[src/hdl/lprp_pkg.sv]
// ----------------------------------------------------------------------------
// lprp_pkg: shared types and constants of the length-prefixed request parser
// Field widths, limits, phase, role and error codes, and the state and result
// structures passed between the step logic and the top level.
// ----------------------------------------------------------------------------
package lprp_pkg;

  // Field widths.
  localparam int BYTE_W = 8;
  localparam int BODY_W = 13;  // body length and byte counters, up to 4096
  localparam int ARGC_W = 11;  // argument count, up to 1024
  localparam int ARGI_W = 10;  // argument index, wraps modulo 1024
  localparam int ROLE_W = 3;
  localparam int ERR_W  = 3;
  localparam int HDR_W  = 32;  // one little-endian header word
  localparam int HOLD_W = 24;  // header bytes held until the word is complete
  localparam int CFG_W  = 13;  // widest configuration register
  localparam int CIDX_W = 1;   // configuration register index

  // Hard limits that the configuration registers are clamped to.
  localparam logic [BODY_W-1:0] BODY_LIMIT = BODY_W'(4096);
  localparam logic [ARGC_W-1:0] ARG_LIMIT  = ARGC_W'(1024);
  localparam logic [HDR_W-1:0]  MIN_BODY   = HDR_W'(4);
  localparam logic [BODY_W-1:0] HDR_BYTES  = BODY_W'(4);

  // Configuration register indexes.
  localparam logic [CIDX_W-1:0] CFG_MAX_BODY_LEN  = 1'd0;
  localparam logic [CIDX_W-1:0] CFG_MAX_ARG_COUNT = 1'd1;

  // Parse phases.
  localparam logic [1:0] PH_LEN   = 2'd0;
  localparam logic [1:0] PH_COUNT = 2'd1;
  localparam logic [1:0] PH_ALEN  = 2'd2;
  localparam logic [1:0] PH_DATA  = 2'd3;

  // Byte roles.
  localparam logic [ROLE_W-1:0] ROLE_LEN   = 3'd0;
  localparam logic [ROLE_W-1:0] ROLE_COUNT = 3'd1;
  localparam logic [ROLE_W-1:0] ROLE_ALEN  = 3'd2;
  localparam logic [ROLE_W-1:0] ROLE_DATA  = 3'd3;
  localparam logic [ROLE_W-1:0] ROLE_DROP  = 3'd4;

  // Error codes.
  localparam logic [ERR_W-1:0] ERR_NONE      = 3'd0;
  localparam logic [ERR_W-1:0] ERR_LEN_BIG   = 3'd1;
  localparam logic [ERR_W-1:0] ERR_LEN_SMALL = 3'd2;
  localparam logic [ERR_W-1:0] ERR_ARGS      = 3'd3;
  localparam logic [ERR_W-1:0] ERR_HDR_OVR   = 3'd4;
  localparam logic [ERR_W-1:0] ERR_DATA_OVR  = 3'd5;
  localparam logic [ERR_W-1:0] ERR_TRAILING  = 3'd6;

  typedef struct packed {
    logic [1:0]        phase;
    logic [1:0]        fcnt;
    logic [HOLD_W-1:0] hdr;
    logic [BODY_W-1:0] body_rem;
    logic [ARGC_W-1:0] args_rem;
    logic [ARGI_W-1:0] arg_idx;
    logic [BODY_W-1:0] arg_bytes_rem;
    logic              closed;
  } parse_state_t;

  typedef struct packed {
    logic [BYTE_W-1:0] byte_out;
    logic [ROLE_W-1:0] byte_role;
    logic [ARGI_W-1:0] arg_number;
    logic              arg_done;
    logic              request_done;
    logic [ERR_W-1:0]  error_code;
  } parse_result_t;

endpackage

[src/hdl/lprp_in_if.sv]
// ----------------------------------------------------------------------------
// lprp_in_if: request byte channel
// Valid/ready channel carrying one stream byte per beat.
// ----------------------------------------------------------------------------
interface lprp_in_if;
  logic                          valid;
  logic                          ready;
  logic [lprp_pkg::BYTE_W-1:0]   rx_byte;

  modport source (output valid, output rx_byte, input ready);
  modport sink   (input valid, input rx_byte, output ready);
endinterface

[src/hdl/lprp_out_if.sv]
// ----------------------------------------------------------------------------
// lprp_out_if: tagged byte channel
// Valid/ready channel carrying one tagged byte per beat.
// ----------------------------------------------------------------------------
interface lprp_out_if;
  logic                          valid;
  logic                          ready;
  logic [lprp_pkg::BYTE_W-1:0]   byte_out;
  logic [lprp_pkg::ROLE_W-1:0]   byte_role;
  logic [lprp_pkg::ARGI_W-1:0]   arg_number;
  logic                          arg_done;
  logic                          request_done;
  logic [lprp_pkg::ERR_W-1:0]    error_code;

  modport source (output valid, output byte_out, output byte_role, output arg_number,
                  output arg_done, output request_done, output error_code, input ready);
  modport sink   (input valid, input byte_out, input byte_role, input arg_number,
                  input arg_done, input request_done, input error_code, output ready);
endinterface

[src/hdl/lprp_step.sv]
// ----------------------------------------------------------------------------
// lprp_step: parser step logic
// Classifies one byte against the current parse state and computes the next
// state together with the tagged result.
// ----------------------------------------------------------------------------
module lprp_step (
  input  lprp_pkg::parse_state_t           st_i,
  input  logic [lprp_pkg::BYTE_W-1:0]      byte_i,
  input  logic [lprp_pkg::BODY_W-1:0]      body_lim_i,
  input  logic [lprp_pkg::ARGC_W-1:0]      arg_lim_i,
  output lprp_pkg::parse_state_t           st_o,
  output lprp_pkg::parse_result_t          res_o
);

  logic [lprp_pkg::HDR_W-1:0]  word;
  logic                        full;
  logic                        do_finish;
  logic                        do_advance;
  logic [lprp_pkg::ERR_W-1:0]  err;
  lprp_pkg::parse_state_t      ns;
  lprp_pkg::parse_result_t     res;

  // The header word: the newest byte lands in the top byte (little endian).
  assign word = {byte_i, st_i.hdr};
  assign full = (st_i.fcnt == 2'd3);

  always_comb begin
    ns         = st_i;
    res        = '0;
    err        = lprp_pkg::ERR_NONE;
    do_finish  = 1'b0;
    do_advance = 1'b0;
    res.byte_out = byte_i;

    if (st_i.closed) begin
      res.byte_role = lprp_pkg::ROLE_DROP;
    end else begin
      res.byte_role = {1'b0, st_i.phase};
      if (st_i.phase == lprp_pkg::PH_ALEN || st_i.phase == lprp_pkg::PH_DATA) begin
        res.arg_number = st_i.arg_idx;
      end
      if (st_i.phase != lprp_pkg::PH_LEN && st_i.body_rem != '0) begin
        ns.body_rem = st_i.body_rem - 1'b1;
      end
      if (st_i.phase != lprp_pkg::PH_DATA) begin
        ns.hdr  = word[lprp_pkg::HDR_W-1:lprp_pkg::BYTE_W];
        ns.fcnt = st_i.fcnt + 2'd1;
      end

      case (st_i.phase)
        lprp_pkg::PH_LEN: begin
          if (full) begin
            if (word > {{(lprp_pkg::HDR_W-lprp_pkg::BODY_W){1'b0}}, body_lim_i}) begin
              err = lprp_pkg::ERR_LEN_BIG;
            end else if (word < lprp_pkg::MIN_BODY) begin
              err = lprp_pkg::ERR_LEN_SMALL;
            end else begin
              ns.body_rem = word[lprp_pkg::BODY_W-1:0];
              ns.phase    = lprp_pkg::PH_COUNT;
            end
          end
        end
        lprp_pkg::PH_COUNT: begin
          if (full) begin
            if (word > {{(lprp_pkg::HDR_W-lprp_pkg::ARGC_W){1'b0}}, arg_lim_i}) begin
              err = lprp_pkg::ERR_ARGS;
            end else begin
              ns.args_rem = word[lprp_pkg::ARGC_W-1:0];
              ns.arg_idx  = '0;
              do_advance  = 1'b1;
            end
          end
        end
        lprp_pkg::PH_ALEN: begin
          if (full) begin
            if (word > {{(lprp_pkg::HDR_W-lprp_pkg::BODY_W){1'b0}}, ns.body_rem}) begin
              err = lprp_pkg::ERR_DATA_OVR;
            end else if (word == '0) begin
              do_finish = 1'b1;
            end else begin
              ns.arg_bytes_rem = word[lprp_pkg::BODY_W-1:0];
              ns.phase         = lprp_pkg::PH_DATA;
            end
          end
        end
        default: begin
          if (st_i.arg_bytes_rem != '0) begin
            ns.arg_bytes_rem = st_i.arg_bytes_rem - 1'b1;
          end
          if (ns.arg_bytes_rem == '0) begin
            do_finish = 1'b1;
          end
        end
      endcase

      // End of an argument: count it off and move on to the next item.
      if (do_finish) begin
        res.arg_done = 1'b1;
        if (ns.args_rem != '0) begin
          ns.args_rem = ns.args_rem - 1'b1;
        end
        ns.arg_idx = ns.arg_idx + 1'b1;
        do_advance = 1'b1;
      end

      // Decide whether another argument header follows or the request ends.
      if (do_advance) begin
        if (ns.args_rem != '0) begin
          if (ns.body_rem < lprp_pkg::HDR_BYTES) begin
            err = lprp_pkg::ERR_HDR_OVR;
          end else begin
            ns.phase = lprp_pkg::PH_ALEN;
          end
        end else if (ns.body_rem != '0) begin
          err = lprp_pkg::ERR_TRAILING;
        end else begin
          res.request_done = 1'b1;
          ns.phase         = lprp_pkg::PH_LEN;
          ns.arg_idx       = '0;
        end
      end

      if (err != lprp_pkg::ERR_NONE) begin
        ns.closed        = 1'b1;
        res.request_done = 1'b0;
      end
      res.error_code = err;
    end
  end

  assign st_o  = ns;
  assign res_o = res;

endmodule

[src/hdl/length_prefixed_request_parser_core.sv]
// ----------------------------------------------------------------------------
// length_prefixed_request_parser_core: length-prefixed request parser
// Tags each byte of a request stream with its role, argument index and
// completion marks, and flags framing errors on the byte that proves them.
//
// Usage:
//   Request bytes enter on in_ch, one byte per beat. Every byte leaves on
//   out_ch as one tagged beat, in order: the byte itself, its role, the
//   argument index, argument and request completion marks and an error code.
//   The two limits are written on the cfg_ port (index 0: largest body
//   length, index 1: largest argument count) while no byte is in flight.
//   An accepted input beat passes through the input register, which feeds
//   the step logic, and from there into the output register. One byte is
//   taken every cycle while out_ch.ready stays high.
//   When the receiver stalls, the output register holds its beat and the
//   input register holds one more byte; input ready drops only when both
//   are full and out_ch.ready is low. Synchronous reset clears the parse
//   state, empties both registers and restores both limits to their maximum.
//   After any error the parser stays closed and every later byte comes out
//   with the dropped role until reset.
// ----------------------------------------------------------------------------
module length_prefixed_request_parser_core (
  input  logic                              clk,
  input  logic                              rst_n,
  lprp_in_if.sink                           in_ch,
  lprp_out_if.source                        out_ch,
  input  logic                              cfg_we,
  input  logic [lprp_pkg::CIDX_W-1:0]       cfg_index,
  input  logic [lprp_pkg::CFG_W-1:0]        cfg_wdata
);

  // Configuration registers.
  logic [lprp_pkg::BODY_W-1:0] max_body_len_r;
  logic [lprp_pkg::ARGC_W-1:0] max_arg_count_r;
  logic [lprp_pkg::BODY_W-1:0] body_lim;
  logic [lprp_pkg::ARGC_W-1:0] arg_lim;

  // Input register.
  logic                        s1_valid_r;
  logic [lprp_pkg::BYTE_W-1:0] s1_byte_r;

  // Parse state.
  lprp_pkg::parse_state_t      st_r;
  lprp_pkg::parse_state_t      st_nxt;

  // Output register.
  logic                        out_valid_r;
  lprp_pkg::parse_result_t     out_res_r;
  lprp_pkg::parse_result_t     res_nxt;

  logic                        advance;
  logic                        fire;
  logic                        in_fire;

  // A register value above the hard limit behaves as the hard limit.
  assign body_lim = (max_body_len_r > lprp_pkg::BODY_LIMIT) ? lprp_pkg::BODY_LIMIT
                                                             : max_body_len_r;
  assign arg_lim  = (max_arg_count_r > lprp_pkg::ARG_LIMIT) ? lprp_pkg::ARG_LIMIT
                                                             : max_arg_count_r;

  // The pipeline moves when the output register is empty or being drained.
  assign advance     = !out_valid_r || out_ch.ready;
  assign fire        = s1_valid_r && advance;
  assign in_ch.ready = !s1_valid_r || advance;
  assign in_fire     = in_ch.valid && in_ch.ready;

  always_ff @(posedge clk) begin
    if (!rst_n) begin
      max_body_len_r  <= lprp_pkg::BODY_LIMIT;
      max_arg_count_r <= lprp_pkg::ARG_LIMIT;
    end else if (cfg_we) begin
      case (cfg_index)
        lprp_pkg::CFG_MAX_BODY_LEN:  max_body_len_r  <= cfg_wdata[lprp_pkg::BODY_W-1:0];
        lprp_pkg::CFG_MAX_ARG_COUNT: max_arg_count_r <= cfg_wdata[lprp_pkg::ARGC_W-1:0];
        default: ;
      endcase
    end
  end

  lprp_step u_step (
    .st_i       (st_r),
    .byte_i     (s1_byte_r),
    .body_lim_i (body_lim),
    .arg_lim_i  (arg_lim),
    .st_o       (st_nxt),
    .res_o      (res_nxt)
  );

  // Control state.
  always_ff @(posedge clk) begin
    if (!rst_n) begin
      s1_valid_r  <= 1'b0;
      out_valid_r <= 1'b0;
      st_r        <= '0;
    end else begin
      if (in_fire) begin
        s1_valid_r <= 1'b1;
      end else if (fire) begin
        s1_valid_r <= 1'b0;
      end
      if (fire) begin
        out_valid_r <= 1'b1;
        st_r        <= st_nxt;
      end else if (out_ch.ready) begin
        out_valid_r <= 1'b0;
      end
    end
  end

  // Payload registers.
  always_ff @(posedge clk) begin
    if (in_fire) begin
      s1_byte_r <= in_ch.rx_byte;
    end
    if (fire) begin
      out_res_r <= res_nxt;
    end
  end

  assign out_ch.valid        = out_valid_r;
  assign out_ch.byte_out     = out_res_r.byte_out;
  assign out_ch.byte_role    = out_res_r.byte_role;
  assign out_ch.arg_number   = out_res_r.arg_number;
  assign out_ch.arg_done     = out_res_r.arg_done;
  assign out_ch.request_done = out_res_r.request_done;
  assign out_ch.error_code   = out_res_r.error_code;

  // Once closed, the parser never reopens before reset.
  a_closed_sticky: assert property (@(posedge clk) disable iff (!rst_n)
    st_r.closed |=> st_r.closed)
    else $error("parser reopened after an error");

  // A byte that raises an error closes the parser.
  a_error_closes: assert property (@(posedge clk) disable iff (!rst_n)
    (fire && res_nxt.error_code != lprp_pkg::ERR_NONE) |=> st_r.closed)
    else $error("error did not close the parser");

  // A request is never reported complete on an error byte.
  a_no_done_on_error: assert property (@(posedge clk) disable iff (!rst_n)
    (out_valid_r && out_res_r.error_code != lprp_pkg::ERR_NONE) |-> !out_res_r.request_done)
    else $error("request completion flagged together with an error");

  // Dropped bytes carry no marks and no error.
  a_drop_quiet: assert property (@(posedge clk) disable iff (!rst_n)
    (out_valid_r && out_res_r.byte_role == lprp_pkg::ROLE_DROP) |->
      (out_res_r.error_code == lprp_pkg::ERR_NONE && !out_res_r.arg_done &&
       !out_res_r.request_done && out_res_r.arg_number == '0))
    else $error("dropped byte carries marks");

  // Only argument length or data bytes can end an argument.
  a_arg_done_role: assert property (@(posedge clk) disable iff (!rst_n)
    (out_valid_r && out_res_r.arg_done) |->
      (out_res_r.byte_role == lprp_pkg::ROLE_ALEN || out_res_r.byte_role == lprp_pkg::ROLE_DATA))
    else $error("argument end on a non-argument byte");

endmodule

[src/flat_wrapper.sv]
// flat-port wrapper written by rule: the top's interface ports become plain ports
module length_prefixed_request_parser_core_flat 
  (clk, rst_n, cfg_we, cfg_index, cfg_wdata, in_ch_valid, in_ch_rx_byte, in_ch_ready, out_ch_valid, out_ch_byte_out, out_ch_byte_role, out_ch_arg_number, out_ch_arg_done, out_ch_request_done, out_ch_error_code, out_ch_ready);
  lprp_in_if in_ch_i ();
  lprp_out_if out_ch_i ();
  input  logic clk;
  input  logic rst_n;
  input  logic cfg_we;
  input  logic [lprp_pkg::CIDX_W-1:0] cfg_index;
  input  logic [lprp_pkg::CFG_W-1:0] cfg_wdata;
  input wire logic [$bits(in_ch_i.valid)-1:0] in_ch_valid;
  input wire logic [$bits(in_ch_i.rx_byte)-1:0] in_ch_rx_byte;
  output wire logic [$bits(in_ch_i.ready)-1:0] in_ch_ready;
  output wire logic [$bits(out_ch_i.valid)-1:0] out_ch_valid;
  output wire logic [$bits(out_ch_i.byte_out)-1:0] out_ch_byte_out;
  output wire logic [$bits(out_ch_i.byte_role)-1:0] out_ch_byte_role;
  output wire logic [$bits(out_ch_i.arg_number)-1:0] out_ch_arg_number;
  output wire logic [$bits(out_ch_i.arg_done)-1:0] out_ch_arg_done;
  output wire logic [$bits(out_ch_i.request_done)-1:0] out_ch_request_done;
  output wire logic [$bits(out_ch_i.error_code)-1:0] out_ch_error_code;
  input wire logic [$bits(out_ch_i.ready)-1:0] out_ch_ready;
  assign in_ch_i.valid = in_ch_valid;
  assign in_ch_i.rx_byte = in_ch_rx_byte;
  assign in_ch_ready = in_ch_i.ready;
  assign out_ch_valid = out_ch_i.valid;
  assign out_ch_byte_out = out_ch_i.byte_out;
  assign out_ch_byte_role = out_ch_i.byte_role;
  assign out_ch_arg_number = out_ch_i.arg_number;
  assign out_ch_arg_done = out_ch_i.arg_done;
  assign out_ch_request_done = out_ch_i.request_done;
  assign out_ch_error_code = out_ch_i.error_code;
  assign out_ch_i.ready = out_ch_ready;
  length_prefixed_request_parser_core u_core (.clk(clk), .rst_n(rst_n), .in_ch(in_ch_i), .out_ch(out_ch_i), .cfg_we(cfg_we), .cfg_index(cfg_index), .cfg_wdata(cfg_wdata));
endmodule
[config.mk]
export PLATFORM = sky130hd
export DESIGN_NAME = length_prefixed_request_parser_core_flat
export DESIGN_NICKNAME = d
export VERILOG_FILES = /design/src/hdl/lprp_pkg.sv /design/src/hdl/lprp_in_if.sv /design/src/hdl/lprp_out_if.sv /design/src/hdl/lprp_step.sv /design/src/hdl/length_prefixed_request_parser_core.sv /design/src/flat_wrapper.sv
export SDC_FILE = /design/constraint.sdc
export NUM_CORES = 1
export LEC_CHECK = 0
export ABC_AREA = 1
export BUFFER_PORTS_ARGS = -buffer_cell sky130_fd_sc_hd__buf_2
export CAP_MARGIN = 20
export CORE_MARGIN = 4
export CORE_UTILIZATION = 53
export DETAILED_ROUTE_END_ITERATION = 12
export PLACE_DENSITY = 0.71
export SLEW_MARGIN = 40
export SYNTH_ARGS = -nofsm -noshare
export SYNTH_HDL_FRONTEND = slang
export SYNTH_SLANG_ARGS = --single-unit
export TNS_END_PERCENT = 30
[constraint.sdc]
create_clock -name clk -period 6.9 [get_ports clk]
set_input_delay 1.725 -clock clk [delete_from_list [all_inputs] [get_ports clk]]
set_output_delay 1.725 -clock clk [all_outputs]
set_load 0.01 [all_outputs]
==> Word-level counts from Yosys, hierarchy flattened <==
Cells that the tools add are included.
{ "classes": {"n_addsub": 5, "magnitude_cmp": 7, "n_eq_ne": 8, "n_mux": 70, "n_bitwise": 5, "reduce_logical": 29} }
{ "ops": {"columns": ["cell", "count"], "rows": [
  ["$mux 13", 14],
  ["$mux 21", 6],
  ["$gt 32x13->1", 2],
  ["$reduce_bool 13->1", 3],
  ["$gt 32x11->1", 1],
  ["$logic_not 32->1", 1],
  ["$lt 32x3->1 const B", 1],
  ["$mux 10", 3],
  ["$mux 2", 15],
  ["$pmux 13 s2", 1],
  ["$sub 13x1->13 const B", 2],
  ["$mux 3", 8],
  ["$mux 11", 2],
  ["$reduce_bool 11->1", 2],
  ["$mux 1", 18],
  ["$gt 13x13->1 const B", 1],
  ["$logic_not 13->1", 1],
  ["$lt 13x3->1 const B", 1],
  ["$gt 11x11->1 const B", 1],
  ["$sub 11x1->11 const B", 1],
  ["$add 10x1->10 const B", 1],
  ["$pmux 3 s3", 1],
  ["$ne 2x2->1 const B", 4],
  ["$eq 2x2->1 const B", 3],
  ["17 further kinds", 31]
]} }
{ "word_totals": {"reg_bits": 136, "inputBits": 27, "out_inout_bits": 28, "wordCells": 144} }

==> Longest topological paths before layout <==
{ "depth": {"ltp_word": 18, "depth_mapped": 36, "depth_no_buf": 35} }

==> Cells and area by module <==
A second synthesis with hierarchy kept.
{ "unflattened": {"hier_cells": 1500, "hier_area_um2": 9841.9} }
{ "by_module_without_submodules": {"columns": ["mod", "n_inst", "cells_each", "area_per_inst_um2"], "rows": [
  ["lprp_step", 1, 974, 5049.8],
  ["length_prefixed_request_parser_core", 1, 526, 4792.1]
]} }

==> Least setup slack after synthesis <==
Ideal clock, no wire load.
{ "synth_timing": {"kind": "register to register", "start": "register u_core.max_arg_count_r[1] in the netlist's numbering", "end": "register u_core.out_res_r (netlist bit u_core.out_ch.request_done), data pin", "setup_ps": 257, "t_arrival_ps": 4009, "required_ps": 6643, "setup_slack_ps": 2634, "stages_incl_launch_ff": 34, "path_cell_list": "dfxtp_1 -> nor4_1 -> nand2_1 -> o31ai_1 -> nand2_1 -> ha_1 -> nand2_1 -> inv_1 -> nand2_1 -> nand2_1 -> nand2_1 -> nand2_1 -> inv_1 -> nand3_2 -> nand2_4 -> nand2_4 -> buf_6 -> o21ai_2 -> inv_1 -> ha_1 -> inv_1 -> nor2_8 -> nand3_4 -> nand2_2 -> nand2_1 -> nand2_1 -> nor2_1 -> nand2_1 -> nor2_4 -> nand2_2 -> nand2_2 -> nand3_2 -> nand3_1 -> nor2_1"} }
{ "synth_between": {"elab_chain_len": 17, "word_cells_on_any_way": 29} }
{ "synth_rtl": {"columns": ["element", "line", "source"], "rows": [
  ["start, declared", "length_prefixed_request_parser_core.sv:34", "logic [lprp_pkg::ARGC_W-1:0] max_arg_count_r;"],
  ["start signal, assigned", "length_prefixed_request_parser_core.sv:70", "max_arg_count_r <= lprp_pkg::ARG_LIMIT;"],
  ["start signal, assigned", "length_prefixed_request_parser_core.sv:74", "lprp_pkg::CFG_MAX_ARG_COUNT: max_arg_count_r <= cfg_wdata[lprp_pkg::ARGC_W-1:0];"],
  ["$gt 11x11->1", "length_prefixed_request_parser_core.sv:58", "assign arg_lim = (max_arg_count_r > lprp_pkg::ARG_LIMIT) ? lprp_pkg::ARG_LIMIT"],
  ["$mux 11 (*)", "length_prefixed_request_parser_core.sv:58", null],
  ["$gt 32x11->1 (*)", "lprp_step.sv:65", "if (word > {{(lprp_pkg::HDR_W-lprp_pkg::ARGC_W){1'b0}}, arg_lim_i}) begin"],
  ["$mux 21", "lprp_step.sv:65", null],
  ["$mux 21", "lprp_step.sv:64", "if (full) begin"],
  ["$mux 21", "lprp_step.sv:50", "case (st_i.phase)"],
  ["$mux 21", "lprp_step.sv:35", "if (st_i.closed) begin"],
  ["$sub 11x1->11 / $reduce_bool 11->1 (equally long branches)", "lprp_step.sv:100, lprp_step.sv:99", null],
  ["$mux 11", "lprp_step.sv:99", "if (ns.args_rem != '0) begin"],
  ["$mux 21", "lprp_step.sv:97", "if (do_finish) begin"],
  ["$mux 21", "lprp_step.sv:35", null],
  ["$reduce_bool 11->1", "lprp_step.sv:108", "if (ns.args_rem != '0) begin"],
  ["$mux 3", "lprp_step.sv:108", null],
  ["$mux 3", "lprp_step.sv:107", "if (do_advance) begin"],
  ["$mux 3", "lprp_step.sv:35", null],
  ["$reduce_bool 3->1", "lprp_step.sv:123", "if (err != lprp_pkg::ERR_NONE) begin"],
  ["$reduce_or 4->1 (no line) (*)", null, null],
  ["end signal, assigned", "length_prefixed_request_parser_core.sv:116", "out_res_r <= res_nxt;"],
  ["end, declared", "length_prefixed_request_parser_core.sv:48", "lprp_pkg::parse_result_t out_res_r;"]
]} }
Every way passes the cells marked *; elsewhere a longest branch is shown, timed or not. The select of a mux whose other input is x is not followed.
A chain may end at the register's enable or synchronous reset.

==> Worst setup path after layout <==
Ends and elaborated chain as after synthesis.

==> results.sh <==
export IMPL_fin_crit_sh_pct=71.4
export IMPL_ys_seq_area_share_pct=37.3
export IMPL_cts_tree="yes"
export IMPL_final_common_cell="nand2_1"
export IMPL_cts_clk_slew_worst_paths_ps=60
export IMPL_final_cell_count_no_fill=1367
export IMPL_io_pins=55
export IMPL_numCtsBuffers=17
export IMPL_grtUsageTotal_pct=23.8
export IMPL_cp_arrival_ps=5100
export IMPL_fin_total_pwr_mw=2.16
export IMPL_firstDrtPassIters=5
export IMPL_cts_root_buf="clkbuf_16"
export IMPL_cp_max_fo=17
export IMPL_final_antenna_net_count=0
export IMPL_whs_ps=457
export IMPL_grt_pass1_wl_um=34200
export IMPL_ys_types=46
export IMPL_grt_overflow=0
export IMPL_required_ps=7080
export IMPL_drt_iter0_drc=581
export IMPL_synthArstFlopShare_pct=0
export IMPL_io_buffers=54
export IMPL_wl_per_cell_um=15.0
export IMPL_fin_nets=1235
export IMPL_critical_path_class="reg -> reg"
export IMPL_clkLatencyLatePin_ps=420
export IMPL_die_w_um=132
export IMPL_p_leak_nw=4.26
export IMPL_slowest_stage="o31ai_1"
export IMPL_holdBufCountCts=0
export IMPL_fmax_ghz=0.203
export IMPL_cp_common_cell="nand2_1"
export IMPL_synth_area_um2=8200
export IMPL_grt_pass1_vias=6942
export IMPL_report_final_hold_viol_count=0
export IMPL_htreeDepth=4
export IMPL_ys_seq_elements=136
export IMPL_setup_viol=0
export IMPL_area_delta_synth_final_pct=11.9
export IMPL_cp_start_kind="flop"
export IMPL_cap_violations=0
export IMPL_syn_area_per_cell_um2=7.28
export IMPL_num_vias=7397
export IMPL_ys_flop_type="dfxtp_1"
export IMPL_drc=0
export IMPL_die_area_um2=17500
export IMPL_synth_edf_count=34
export IMPL_core_area_um2=15200
export IMPL_finalSetupTns_ps=0
export IMPL_layout_drive_gt1_share_pct=13.4
export IMPL_max_stage_delay_ps=650
export IMPL_clock_sinks=136
export IMPL_tightest_slew_ps=788
export IMPL_rsz0062_at_grt="false"
export IMPL_via_per_inst=5.41
export IMPL_core_rowCount=45
export IMPL_synthCells=1126
export IMPL_cts_path_max_buffers=2
export IMPL_gp_congestion=0.922
export IMPL_dp_cells=1335
export IMPL_grt_max_degree=90
export IMPL_fp_dieH_um=132
export IMPL_final_core_util_pct=60.4
export IMPL_yosys_warnings=0
export IMPL_power_per_cell_area_nw_per_um2=236
export IMPL_maxSlewViolCount=0
export IMPL_wl_um=20500
export IMPL_ctsResizeCount=0
export IMPL_synth_nets=1195
export IMPL_antenna_found_initial=0
export IMPL_skew_ps=8.63
export IMPL_start_util_pct=54.0
export IMPL_slew_headroom_pct=47.0
export IMPL_outcome="finished, final reports clean"
export IMPL_post_cts_setup_buffers=0
export IMPL_cp_end_kind="flop"
export IMPL_hold_path_class="reg -> reg"
export IMPL_final_cell_mix="nand2_1 (206), nor2_1 (144), inv_1 (126)"
export IMPL_dpl_hpwl_um=15000
export IMPL_min_period_ps=4920
export IMPL_diodes=0
export IMPL_ir_drop_v=0.000169
[flip-flops by register name (all words and copies together), names as in the netlist, 3 cells and up]
signal and count:
u_core.out_ch.byte_out 8, u_core.out_ch.arg_number 10, u_core.out_ch.error_code 3, u_core.out_ch.byte_role 3, u_core.max_arg_count_r 11, u_core.s1_byte_r 8, u_core.st_r 76, u_core.max_body_len_r 13
[layer usage]
metal | part of all wire, % | GRT usage (%) | up-vias
met4 | 2.0 | 8.37 | 0
met2 | 46 | 38.0 | 212
met5 | 0 | 0 | -
li1 | - | - | 3812
met3 | 5.8 | 4.08 | 34
met1 | 47 | 32.7 | 3339
[synthesized netlist by cell type, types with 2 or more instances]
master / n / area [um^2]
inv_2: 6 / 22.5
a211oi_1: 7 / 52.6
nand3_2: 5 / 50.1
edfxtp_1: 34 / 1020
and3_1: 2 / 12.5
buf_6: 2 / 22.5
nor3_2: 5 / 50.1
clkbuf_1: 30 / 113
nand2_2: 18 / 113
nand2_1: 206 / 773
nor4_1: 7 / 43.8
a21boi_0: 3 / 22.5
o21ai_2: 2 / 17.5
inv_1: 127 / 477
xnor2_1: 7 / 61.3
nand4_1: 23 / 144
nor2_1: 146 / 548
o211ai_1: 6 / 45.0
ha_1: 42 / 526
nand3_1: 52 / 260
o21ai_1: 6 / 30.0
buf_2: 3 / 15.0
a21oi_1: 85 / 425
o21bai_1: 3 / 22.5
a31oi_1: 5 / 31.3
nand2_4: 4 / 45.0
nand3b_1: 2 / 15.0
dfxtp_1: 102 / 2040
nor4_2: 3 / 37.5
xor2_1: 21 / 184
nor2_2: 12 / 75.1
nand3_4: 3 / 52.6
clkinv_1: 4 / 15.0
nor2_4: 5 / 56.3
nor3_1: 10 / 50.1
nor3b_2: 2 / 25.0
nor2_8: 2 / 40.0
o21ai_0: 116 / 581
[worst paths after layout]
path	slack (ps)	cells after the start	end	start
max	1980	32	u_core.out_ch.request_done	u_core.max_arg_count_r[1]
min	460	2	u_core.st_r[70]	u_core.st_r[70]
max reg2reg	1980	32	u_core.out_ch.request_done	u_core.max_arg_count_r[1]
min reg2reg	460	2	u_core.st_r[70]	u_core.st_r[70]
[power by group]
| part | internal, mW | switching (mW) | total (mW) |
|---|---|---|---|
| Sequential | 0.861 | 0.0415 | 0.903 |
| Clock | 0.590 | 0.350 | 0.940 |
| Combinational | 0.114 | 0.208 | 0.321 |
| Total | 1.56 | 0.599 | 2.16 |
[worst max-delay path: cells and delay by family, from the launching register on]
kind                     cells  cell delay [ps]
AND/OR/NAND/NOR             23             2680
adder cells (fa/ha/maj)      2              490
AO/OA/AOI/OAI                3              880
buffers and inverters        4              310
flip-flops                   1              320
[cell families after synthesis]
| family | synth area share (%) |
|---|---|
| adder cells (fa/ha/maj) | 6.41 |
| AO/OA/AOI/OAI | 15.3 |
| XOR/XNOR | 2.99 |
| AND/OR/NAND/NOR | 29.5 |
| buffers and inverters | 8.38 |
| multiplexers | 0.137 |
| flip-flops | 37.3 |
[cell type report]
cell class / count / area (um^2)
sequential: 136 / 3060
clock buffer: 21 / 462
inverter: 137 / 514
tap: 188 / 235
fill: 1425 / 6020
timing repair buffer: 58 / 300
clock inverter: 11 / 146
multi-input combinational: 816 / 4460
[through the flow]
| stage | setup slack [ps] | instance area, um^2 |
|---|---|---|
| after CTS | 1930 | 9180 |
| after detailed placement | 1980 | 8570 |
| after global routing | 1460 | 9180 |
| after floorplan | 2630 | 8200 |
| final | 1980 | 9180 |
| after global placement | 2150 | 8570 |
(Power assumes the default switching activity.)
